[config.mk]
export PLATFORM = sky130hd
export DESIGN_NAME = periodic_timer_table
export DESIGN_NICKNAME = d
export VERILOG_FILES = /design/src/rtl/ptt_pkg.sv /design/src/rtl/ptt_ram.sv /design/src/rtl/ptt_front.sv /design/src/rtl/ptt_queue.sv /design/src/rtl/ptt_back.sv /design/src/rtl/periodic_timer_table.sv
export SDC_FILE = /design/constraint.sdc
export NUM_CORES = 2
export LEC_CHECK = 0
export BUFFER_PORTS_ARGS = -buffer_cell sky130_fd_sc_hd__buf_2
export CAP_MARGIN = 0
export CORE_ASPECT_RATIO = 0.6
export CORE_UTILIZATION = 32
export DETAILED_ROUTE_END_ITERATION = 10
export GPL_ROUTABILITY_DRIVEN = 0
export PLACE_DENSITY = 0.56
export RECOVER_POWER = 25
export SYNTH_ARGS = -nofsm -noshare
export SYNTH_HDL_FRONTEND = slang
export SYNTH_SLANG_ARGS = --single-unit
export TNS_END_PERCENT = 30
[constraint.sdc]
create_clock -name aclk -period 16.5 [get_ports aclk]
set_input_delay 0.825 -clock aclk [delete_from_list [all_inputs] [get_ports aclk]]
set_output_delay 0.825 -clock aclk [all_outputs]
set_load 0.02 [all_outputs]
[src/rtl/ptt_pkg.sv]
// Shared types, codes and constants of the periodic timer table.
package ptt_pkg;

    localparam int NUM_TIMERS_DEF = 16;
    localparam int QUEUE_DEPTH    = 2;

    localparam int NOW_W      = 64;
    localparam int PERIOD_W   = 32;
    localparam int REASON_W   = 8;
    localparam int CLIENT_W   = 16;

    localparam logic [1:0] FUNC_TICK = 2'd0;
    localparam logic [1:0] FUNC_ADD  = 2'd1;
    localparam logic [1:0] FUNC_DEL  = 2'd2;

    typedef enum logic [2:0] {
        KIND_FIRED    = 3'd0,
        KIND_NONE     = 3'd1,
        KIND_ADDED    = 3'd2,
        KIND_DELETED  = 3'd3,
        KIND_NOTFOUND = 3'd4,
        KIND_REJECTED = 3'd5,
        KIND_FULL     = 3'd6
    } kind_t;

    typedef enum logic [1:0] {
        OP_TICK = 2'd0,
        OP_ADD  = 2'd1,
        OP_DEL  = 2'd2,
        OP_REJ  = 2'd3
    } op_t;

    typedef struct packed {
        logic [1:0]          func;
        logic [REASON_W-1:0] reason;
        logic [CLIENT_W-1:0] client_id;
        logic [PERIOD_W-1:0] interval;
    } in_word_t;

    typedef struct packed {
        kind_t               kind;
        logic [REASON_W-1:0] fired_reason;
        logic [CLIENT_W-1:0] fired_client;
        logic                last;
    } out_word_t;

    typedef struct packed {
        op_t                 op;
        logic [REASON_W-1:0] reason;
        logic [CLIENT_W-1:0] client;
        logic [PERIOD_W-1:0] interval;
    } cmd_t;

    typedef struct packed {
        logic [NOW_W-1:0]    expiry;
        logic [PERIOD_W-1:0] period;
        logic [REASON_W-1:0] reason;
        logic [CLIENT_W-1:0] client;
    } slot_t;

    localparam int SLOT_W = $bits(slot_t);

endpackage

[src/rtl/ptt_ram.sv]
// Generic simple dual-port RAM with one write port and a registered read port.
module ptt_ram #(
    parameter int WIDTH = 8,
    parameter int DEPTH = 16
) (
    input  logic                                   aclk,
    input  logic                                   we,
    input  logic [((DEPTH > 1) ? $clog2(DEPTH) : 1)-1:0] waddr,
    input  logic [WIDTH-1:0]                       wdata,
    input  logic [((DEPTH > 1) ? $clog2(DEPTH) : 1)-1:0] raddr,
    output logic [WIDTH-1:0]                       rdata
);

    logic [WIDTH-1:0] mem_reg [DEPTH];
    logic [WIDTH-1:0] rdata_reg;

    always_ff @(posedge aclk) begin
        if (we) begin
            mem_reg[waddr] <= wdata;
        end
        rdata_reg <= mem_reg[raddr];
    end

    assign rdata = rdata_reg;

endmodule

[src/rtl/ptt_front.sv]
// Front stage: accepts input words and classifies them into commands.
module ptt_front (
    input  logic              aclk,
    input  logic              aresetn,
    input  logic              s_valid,
    output logic              s_ready,
    input  ptt_pkg::in_word_t s_data,
    output logic              q_valid,
    input  logic              q_ready,
    output ptt_pkg::cmd_t     q_cmd
);

    logic          hold_valid_reg, hold_valid_next;
    ptt_pkg::cmd_t hold_cmd_reg, hold_cmd_next;
    ptt_pkg::cmd_t cls_cmd;

    // Malformed requests are turned into rejects here so the back end never
    // has to look at the raw function code.
    always_comb begin
        cls_cmd.reason   = s_data.reason;
        cls_cmd.client   = s_data.client_id;
        cls_cmd.interval = s_data.interval;
        unique case (s_data.func)
            ptt_pkg::FUNC_TICK: begin
                cls_cmd.op = ptt_pkg::OP_TICK;
            end
            ptt_pkg::FUNC_ADD: begin
                cls_cmd.op = (s_data.client_id == '0 || s_data.interval == '0) ?
                             ptt_pkg::OP_REJ : ptt_pkg::OP_ADD;
            end
            ptt_pkg::FUNC_DEL: begin
                cls_cmd.op = (s_data.client_id == '0) ? ptt_pkg::OP_REJ : ptt_pkg::OP_DEL;
            end
            default: begin
                cls_cmd.op = ptt_pkg::OP_REJ;
            end
        endcase
    end

    assign s_ready = !hold_valid_reg || q_ready;
    assign q_valid = hold_valid_reg;
    assign q_cmd   = hold_cmd_reg;

    always_comb begin
        hold_valid_next = hold_valid_reg;
        hold_cmd_next   = hold_cmd_reg;
        if (s_valid && s_ready) begin
            hold_valid_next = 1'b1;
            hold_cmd_next   = cls_cmd;
        end else if (q_ready) begin
            hold_valid_next = 1'b0;
        end
    end

    always_ff @(posedge aclk) begin
        if (!aresetn) begin
            hold_valid_reg <= 1'b0;
        end else begin
            hold_valid_reg <= hold_valid_next;
        end
        hold_cmd_reg <= hold_cmd_next;
    end

endmodule

[src/rtl/ptt_queue.sv]
// Short command queue between the front stage and the back-end sequencer.
module ptt_queue (
    input  logic          aclk,
    input  logic          aresetn,
    input  logic          in_valid,
    output logic          in_ready,
    input  ptt_pkg::cmd_t in_cmd,
    output logic          out_valid,
    input  logic          out_ready,
    output ptt_pkg::cmd_t out_cmd
);

    localparam int PTR_W = (ptt_pkg::QUEUE_DEPTH > 1) ? $clog2(ptt_pkg::QUEUE_DEPTH) : 1;
    localparam int CNT_W = $clog2(ptt_pkg::QUEUE_DEPTH + 1);

    ptt_pkg::cmd_t    entry_reg [ptt_pkg::QUEUE_DEPTH];
    logic [PTR_W-1:0] wr_ptr_reg, wr_ptr_next;
    logic [PTR_W-1:0] rd_ptr_reg, rd_ptr_next;
    logic [CNT_W-1:0] count_reg, count_next;
    logic             push, pop;

    assign in_ready  = (count_reg != CNT_W'(ptt_pkg::QUEUE_DEPTH));
    assign out_valid = (count_reg != '0);
    assign out_cmd   = entry_reg[rd_ptr_reg];
    assign push      = in_valid && in_ready;
    assign pop       = out_valid && out_ready;

    always_comb begin
        wr_ptr_next = wr_ptr_reg;
        rd_ptr_next = rd_ptr_reg;
        count_next  = count_reg;
        if (push) begin
            wr_ptr_next = (wr_ptr_reg == PTR_W'(ptt_pkg::QUEUE_DEPTH - 1)) ? '0 :
                          wr_ptr_reg + PTR_W'(1);
        end
        if (pop) begin
            rd_ptr_next = (rd_ptr_reg == PTR_W'(ptt_pkg::QUEUE_DEPTH - 1)) ? '0 :
                          rd_ptr_reg + PTR_W'(1);
        end
        if (push && !pop) begin
            count_next = count_reg + CNT_W'(1);
        end else if (pop && !push) begin
            count_next = count_reg - CNT_W'(1);
        end
    end

    always_ff @(posedge aclk) begin
        if (!aresetn) begin
            wr_ptr_reg <= '0;
            rd_ptr_reg <= '0;
            count_reg  <= '0;
        end else begin
            wr_ptr_reg <= wr_ptr_next;
            rd_ptr_reg <= rd_ptr_next;
            count_reg  <= count_next;
        end
        if (push) begin
            entry_reg[wr_ptr_reg] <= in_cmd;
        end
    end

endmodule

[src/rtl/ptt_back.sv]
// Back-end sequencer: scans the slot table per command and emits result words.
module ptt_back #(
    parameter int NUM_TIMERS = ptt_pkg::NUM_TIMERS_DEF
) (
    input  logic               aclk,
    input  logic               aresetn,
    input  logic               q_valid,
    output logic               q_ready,
    input  ptt_pkg::cmd_t      q_cmd,
    output logic               m_valid,
    input  logic               m_ready,
    output ptt_pkg::out_word_t m_data
);

    localparam int IDX_W = (NUM_TIMERS > 1) ? $clog2(NUM_TIMERS) : 1;

    typedef enum logic [2:0] {
        ST_IDLE   = 3'b001,
        ST_SCAN   = 3'b010,
        ST_FINISH = 3'b100
    } state_t;

    state_t                           state_reg, state_next;
    logic [IDX_W-1:0]                 idx_reg, idx_next;
    ptt_pkg::cmd_t                    cmd_reg, cmd_next;
    logic [ptt_pkg::NOW_W-1:0]        now_reg, now_next;
    logic [NUM_TIMERS-1:0]            valid_reg, valid_next;
    logic                             found_reg, found_next;
    logic [IDX_W-1:0]                 match_reg, match_next;
    logic                             pend_valid_reg, pend_valid_next;
    logic [ptt_pkg::REASON_W-1:0]     pend_reason_reg, pend_reason_next;
    logic [ptt_pkg::CLIENT_W-1:0]     pend_client_reg, pend_client_next;
    logic                             m_valid_reg, m_valid_next;
    ptt_pkg::out_word_t               m_word_reg, m_word_next;

    ptt_pkg::slot_t                   rd_slot;
    ptt_pkg::slot_t                   wr_slot;
    logic                             ram_we;
    logic [IDX_W-1:0]                 ram_waddr;
    logic [IDX_W-1:0]                 ram_raddr;
    logic                             out_free;
    logic                             push_out;
    ptt_pkg::out_word_t               out_word;
    logic                             key_hit;
    logic                             fire_hit;
    logic                             is_last_idx;
    logic                             advance;
    logic [IDX_W-1:0]                 idx_inc;
    logic                             free_any;
    logic [IDX_W-1:0]                 free_idx;

    ptt_ram #(
        .WIDTH (ptt_pkg::SLOT_W),
        .DEPTH (NUM_TIMERS)
    ) u_slot_ram (
        .aclk  (aclk),
        .we    (ram_we),
        .waddr (ram_waddr),
        .wdata (wr_slot),
        .raddr (ram_raddr),
        .rdata (rd_slot)
    );

    assign out_free    = !m_valid_reg || m_ready;
    assign is_last_idx = (idx_reg == IDX_W'(NUM_TIMERS - 1));
    assign idx_inc     = is_last_idx ? '0 : idx_reg + IDX_W'(1);
    assign key_hit     = valid_reg[idx_reg] && (rd_slot.reason == cmd_reg.reason) &&
                         (rd_slot.client == cmd_reg.client);
    assign fire_hit    = valid_reg[idx_reg] && (rd_slot.expiry == now_reg);
    assign q_ready     = (state_reg == ST_IDLE);

    // Lowest free slot.
    always_comb begin
        free_any = 1'b0;
        free_idx = '0;
        for (int i = NUM_TIMERS - 1; i >= 0; i--) begin
            if (!valid_reg[i]) begin
                free_any = 1'b1;
                free_idx = IDX_W'(i);
            end
        end
    end

    always_comb begin
        state_next       = state_reg;
        idx_next         = idx_reg;
        cmd_next         = cmd_reg;
        now_next         = now_reg;
        valid_next       = valid_reg;
        found_next       = found_reg;
        match_next       = match_reg;
        pend_valid_next  = pend_valid_reg;
        pend_reason_next = pend_reason_reg;
        pend_client_next = pend_client_reg;
        ram_we           = 1'b0;
        ram_waddr        = idx_reg;
        ram_raddr        = '0;
        wr_slot          = rd_slot;
        advance          = 1'b1;
        push_out         = 1'b0;
        out_word         = '0;

        unique case (state_reg)
            ST_IDLE: begin
                if (q_valid) begin
                    cmd_next        = q_cmd;
                    idx_next        = '0;
                    found_next      = 1'b0;
                    pend_valid_next = 1'b0;
                    if (q_cmd.op == ptt_pkg::OP_REJ) begin
                        state_next = ST_FINISH;
                    end else begin
                        state_next = ST_SCAN;
                        if (q_cmd.op == ptt_pkg::OP_TICK) begin
                            now_next = now_reg + ptt_pkg::NOW_W'(1);
                        end
                    end
                end
            end
            ST_SCAN: begin
                if (cmd_reg.op == ptt_pkg::OP_TICK) begin
                    if (fire_hit) begin
                        if (pend_valid_reg && !out_free) begin
                            advance = 1'b0;
                        end else begin
                            ram_we        = 1'b1;
                            ram_waddr     = idx_reg;
                            wr_slot.expiry = rd_slot.expiry +
                                             ptt_pkg::NOW_W'(rd_slot.period);
                            if (pend_valid_reg) begin
                                push_out              = 1'b1;
                                out_word.kind         = ptt_pkg::KIND_FIRED;
                                out_word.fired_reason = pend_reason_reg;
                                out_word.fired_client = pend_client_reg;
                                out_word.last         = 1'b0;
                            end
                            pend_valid_next  = 1'b1;
                            pend_reason_next = rd_slot.reason;
                            pend_client_next = rd_slot.client;
                        end
                    end
                end else if (key_hit && !found_reg) begin
                    found_next = 1'b1;
                    match_next = idx_reg;
                end
                ram_raddr = advance ? idx_inc : idx_reg;
                if (advance) begin
                    idx_next = idx_inc;
                    if (is_last_idx) begin
                        state_next = ST_FINISH;
                    end
                end
            end
            ST_FINISH: begin
                if (out_free) begin
                    push_out              = 1'b1;
                    state_next            = ST_IDLE;
                    out_word.last         = 1'b1;
                    out_word.fired_reason = cmd_reg.reason;
                    out_word.fired_client = cmd_reg.client;
                    wr_slot.expiry        = now_reg + ptt_pkg::NOW_W'(cmd_reg.interval);
                    wr_slot.period        = cmd_reg.interval;
                    wr_slot.reason        = cmd_reg.reason;
                    wr_slot.client        = cmd_reg.client;
                    unique case (cmd_reg.op)
                        ptt_pkg::OP_TICK: begin
                            if (pend_valid_reg) begin
                                out_word.kind         = ptt_pkg::KIND_FIRED;
                                out_word.fired_reason = pend_reason_reg;
                                out_word.fired_client = pend_client_reg;
                            end else begin
                                out_word.kind         = ptt_pkg::KIND_NONE;
                                out_word.fired_reason = '0;
                                out_word.fired_client = '0;
                            end
                        end
                        ptt_pkg::OP_ADD: begin
                            if (found_reg || free_any) begin
                                ram_we                = 1'b1;
                                ram_waddr             = found_reg ? match_reg : free_idx;
                                valid_next[ram_waddr] = 1'b1;
                                out_word.kind         = ptt_pkg::KIND_ADDED;
                            end else begin
                                out_word.kind = ptt_pkg::KIND_FULL;
                            end
                        end
                        ptt_pkg::OP_DEL: begin
                            if (found_reg) begin
                                valid_next[match_reg] = 1'b0;
                                out_word.kind         = ptt_pkg::KIND_DELETED;
                            end else begin
                                out_word.kind = ptt_pkg::KIND_NOTFOUND;
                            end
                        end
                        default: begin
                            out_word.kind = ptt_pkg::KIND_REJECTED;
                        end
                    endcase
                end
            end
            default: begin
                state_next = ST_IDLE;
            end
        endcase
    end

    always_comb begin
        m_valid_next = m_valid_reg;
        m_word_next  = m_word_reg;
        if (push_out) begin
            m_valid_next = 1'b1;
            m_word_next  = out_word;
        end else if (m_ready) begin
            m_valid_next = 1'b0;
        end
    end

    assign m_valid = m_valid_reg;
    assign m_data  = m_word_reg;

    always_ff @(posedge aclk) begin
        if (!aresetn) begin
            state_reg      <= ST_IDLE;
            now_reg        <= '0;
            valid_reg      <= '0;
            found_reg      <= 1'b0;
            pend_valid_reg <= 1'b0;
            m_valid_reg    <= 1'b0;
        end else begin
            state_reg      <= state_next;
            now_reg        <= now_next;
            valid_reg      <= valid_next;
            found_reg      <= found_next;
            pend_valid_reg <= pend_valid_next;
            m_valid_reg    <= m_valid_next;
        end
        idx_reg         <= idx_next;
        cmd_reg         <= cmd_next;
        match_reg       <= match_next;
        pend_reason_reg <= pend_reason_next;
        pend_client_reg <= pend_client_next;
        m_word_reg      <= m_word_next;
    end

endmodule

[src/rtl/periodic_timer_table.sv]
// Top level of the periodic timer table: front stage, command queue and back end.
// A tick, add or delete passes from the back end's idle state, which takes it from the
// queue, through a scan of every slot over the slot RAM's read port to the finish state;
// a reject goes from idle straight to finish. While an output word is held, a firing
// tick's scan stalls.
// Reset (aresetn low at an edge) empties the queue, clears the tick counter and valid bits.
module periodic_timer_table #(
    parameter int NUM_TIMERS = ptt_pkg::NUM_TIMERS_DEF
) (
    input  logic               aclk,
    input  logic               aresetn,
    input  logic               s_valid,
    output logic               s_ready,
    input  ptt_pkg::in_word_t  s_data,
    output logic               m_valid,
    input  logic               m_ready,
    output ptt_pkg::out_word_t m_data
);

    // Front stage to queue: a classified command per word.
    logic          fq_valid;
    logic          fq_ready;
    ptt_pkg::cmd_t fq_cmd;

    // Queue to back end.
    logic          qb_valid;
    logic          qb_ready;
    ptt_pkg::cmd_t qb_cmd;

    // The front stage registers each accepted word and folds the reject rules
    // (zero client, zero interval, unknown function) into the command opcode.
    ptt_front u_front (
        .aclk    (aclk),
        .aresetn (aresetn),
        .s_valid (s_valid),
        .s_ready (s_ready),
        .s_data  (s_data),
        .q_valid (fq_valid),
        .q_ready (fq_ready),
        .q_cmd   (fq_cmd)
    );

    // The queue lets the front keep accepting words while the back end scans.
    ptt_queue u_queue (
        .aclk      (aclk),
        .aresetn   (aresetn),
        .in_valid  (fq_valid),
        .in_ready  (fq_ready),
        .in_cmd    (fq_cmd),
        .out_valid (qb_valid),
        .out_ready (qb_ready),
        .out_cmd   (qb_cmd)
    );

    // The back end owns the tick counter, the valid bits and the slot RAM. A tick
    // holds the latest fired timer back by one so that the final word of the tick
    // can carry the last flag.
    ptt_back #(
        .NUM_TIMERS (NUM_TIMERS)
    ) u_back (
        .aclk    (aclk),
        .aresetn (aresetn),
        .q_valid (qb_valid),
        .q_ready (qb_ready),
        .q_cmd   (qb_cmd),
        .m_valid (m_valid),
        .m_ready (m_ready),
        .m_data  (m_data)
    );

endmodule

==> metrics.cfg <==
[logic_synthesis]
ys_seq_area_share_pct=72.4
synth_area_sq_mm=0.0976
ys_ff_latch=2424
synth_nets=7105
synth.avg_cell_area_sq_um=14.0
yosys.area_share.simple_pct=10.1
synth_cell_types=89
synth_top_flop_cell=edfxtp_1
synth_xor_area_share_pct=2.06
yosysWarningCount=0
synthAdderAreaFrac_pct=0.951
synth-edff-count=2212
synthArstFlopShare_pct=0
netlist_instances=6970
synth_top_family_by_area=simple AND/OR/NAND/NOR gates
muxShareOfSynthArea_pct=3.33
synth-compound-area-share_pct=9.12

[timing]
fin_crit_sh_pct=52.3
slew_headroom_pct=-145
setup_violations=0
worst_pin_slew_ps=3680
tns_ps=0
skew_ps=63.2
hold_viol=0
max_clock_freq_mhz=116
rsz0062_at_grt=no
period_needed_ps=8620
slew_viol_final=524
fin_ws_ps=7880

[critical_path]
crit_path_start=u_back.state_reg[2]
critPathKind=reg2reg
crit_chain=and2_0 > nand2_1 > clkinvlp_2 > clkbuf_1 > clkbuf_1 > nand2_1 > nand2_1
r2r_start=u_back.state_reg[2]
slowest_stage=clkbuf_1
end_kind=flop
required_ps=17110
start_kind=flop
max_stage_delay_ps=2230
path_max_fanout=36
cp_common_cell=nand2_1
arrival_ps=9230

[global_routing]
grt_max_degree=166
grt_usage_pct=18.8
antenna_found_initial=24
grt_pass1_wl_mm=422
grt_overflow=0
first_global_vias=57200

[clock_network]
htree_levels=4
post-cts-setup-buffers=0
cts.path.max_buffers=4
root_buffer=clkbuf_16
cts_hold_buf=0
cts_resized=0
cts_tree=yes
clk_pin_slew_ps=70
cts_made_buffers=211
clk_latency_ps=880
clock-sinks=2424

[pwr]
leakage_uw=0.0354
vdd_drop_max_mv=0.0993
power.density_mw_per_mm2=129

[job]
maxCapViolCount=18

[floorplan]
dieArea_sq_mm=0.307
pin_count=92
core_region_area_sq_mm=0.302
die_h_um=430
rows=156
die_x_um=715
start_util_pct=32.3

[placed_design]
place_ws_ps=9520
hpwl_mm=168
port_buffers=91

[cells_and_area]
area_growth_pct=12.1
fill_cells=28500
final_util_pct=36.2
largest_reg_flops=1920
final_common_cell=edfxtp_1
drive_gt1_share_pct=9.16
final_cell_mix=edfxtp_1 (2212), nand2_1 (1206), nor2_1 (525)
nets=7157

[detailed_routing]
drc=0
drtIter0Drc=8025
drt_pass1_iterations=6
routedWlPerCell_um=26.6
vias=60900
wl_mm=298
vias_per_cell=5.43
ant_nets=0

[run_status]
status=finished, violations left
violations=max-capacitance violations, max-slew violations

[hold_path]
hold_path_class=in2reg
worstHoldStart=s_data[53]

## stage by stage
stage                     total power, uW  hold slack [ps]  cell area (sq um)  cells
final                               14100              117             109000  11200
after global routing                14600             68.1             109000  11200
after CTS                           14200             55.7             110000  11200
after detailed placement             9180              430             103000  10800
after global placement               9150              422             103000  10800
after floorplan                      8400              421              97600   6970
## cells in the mapped netlist (all sizes together), types with 9 or more instances
| library cell | n | area (sq um) |
|---|---|---|
| o21ai | 340 | 1700 |
| nand4 | 57 | 363 |
| nand3 | 84 | 425 |
| a22o | 25 | 219 |
| ha | 71 | 888 |
| xor2 | 138 | 1210 |
| clkbuf | 168 | 631 |
| inv | 44 | 168 |
| mux2 | 63 | 713 |
| mux2i | 242 | 2420 |
| nand2 | 1206 | 4530 |
| edfxtp | 2212 | 66400 |
| a211oi | 15 | 113 |
| nor4 | 46 | 315 |
| nor2 | 546 | 2050 |
| a32o | 120 | 1200 |
| a221oi | 126 | 1110 |
| a22oi | 20 | 150 |
| nor3 | 146 | 1140 |
| o22ai | 126 | 788 |
| or3 | 18 | 113 |
| a21oi | 204 | 1020 |
| and2 | 32 | 200 |
| and3 | 32 | 200 |
| o311ai | 15 | 131 |
| nand2b | 15 | 93.8 |
| a21o | 28 | 210 |
| dfxtp | 212 | 4240 |
| and4 | 12 | 105 |
| o211ai | 34 | 255 |
| a221o | 128 | 1280 |
| a31oi | 9 | 62.6 |
| buf | 227 | 1250 |
| xnor2 | 90 | 803 |
## power breakdown
group | internal (uW) | total, uW | switching, uW
logic | 487 | 1700 | 1220
clock network | 2760 | 5030 | 2280
registers | 7150 | 7400 | 255
## layout make-up
| type | instances | area [sq um] | share of cell area [%] |
|---|---|---|---|
| well taps | 4029 | 5040 | 4.61 |
| clock inverters | 112 | 1090 | 0.998 |
| multi-input cells | 4107 | 25200 | 23.0 |
| inverters | 44 | 191 | 0.175 |
| repair buffers | 234 | 1520 | 1.39 |
| clock buffers | 273 | 5740 | 5.24 |
| diodes | 4 | 10.0 | 0.00915 |
| flip-flops and latches | 2424 | 70700 | 64.6 |
## worst max-delay path: cells and delay by family, from the launching register on
kind                   cells  cell delay, ps
buffers and inverters      3            5790
and+or+nand+nor            4            1970
DFF                        1             470
## layer usage
layer | share of wire, % | global-route usage (%)
met3 | 12 | 6.10
met2 | 40 | 25.4
met5 | 0.0044 | 0
met1 | 46 | 28.8
met4 | 2.0 | 4.04
## logic make-up after synthesis
kind of cell	Yosys count
adder cells (fa/ha/maj)	73
AO/OA/AOI/OAI	1265
buffers and inverters	439
AND/OR/NAND/NOR	2231
XOR/XNOR	228
multiplexers	310
flip-flops	2424
## path summary, 6_finish.rpt
| path | to | slack [ps] | cells after the start |
|---|---|---|---|
| max | u_back.u_slot_ram.mem_reg[11][20] | 7880 | 7 |
| min | u_front.q_cmd[53] | 120 | 1 |
| max reg2reg | u_back.u_slot_ram.mem_reg[11][20] | 7880 | 7 |
| min reg2reg | u_queue.entry_reg[0][57] | 420 | 0 |
Note: power is estimated with default switching activity, not from simulation.
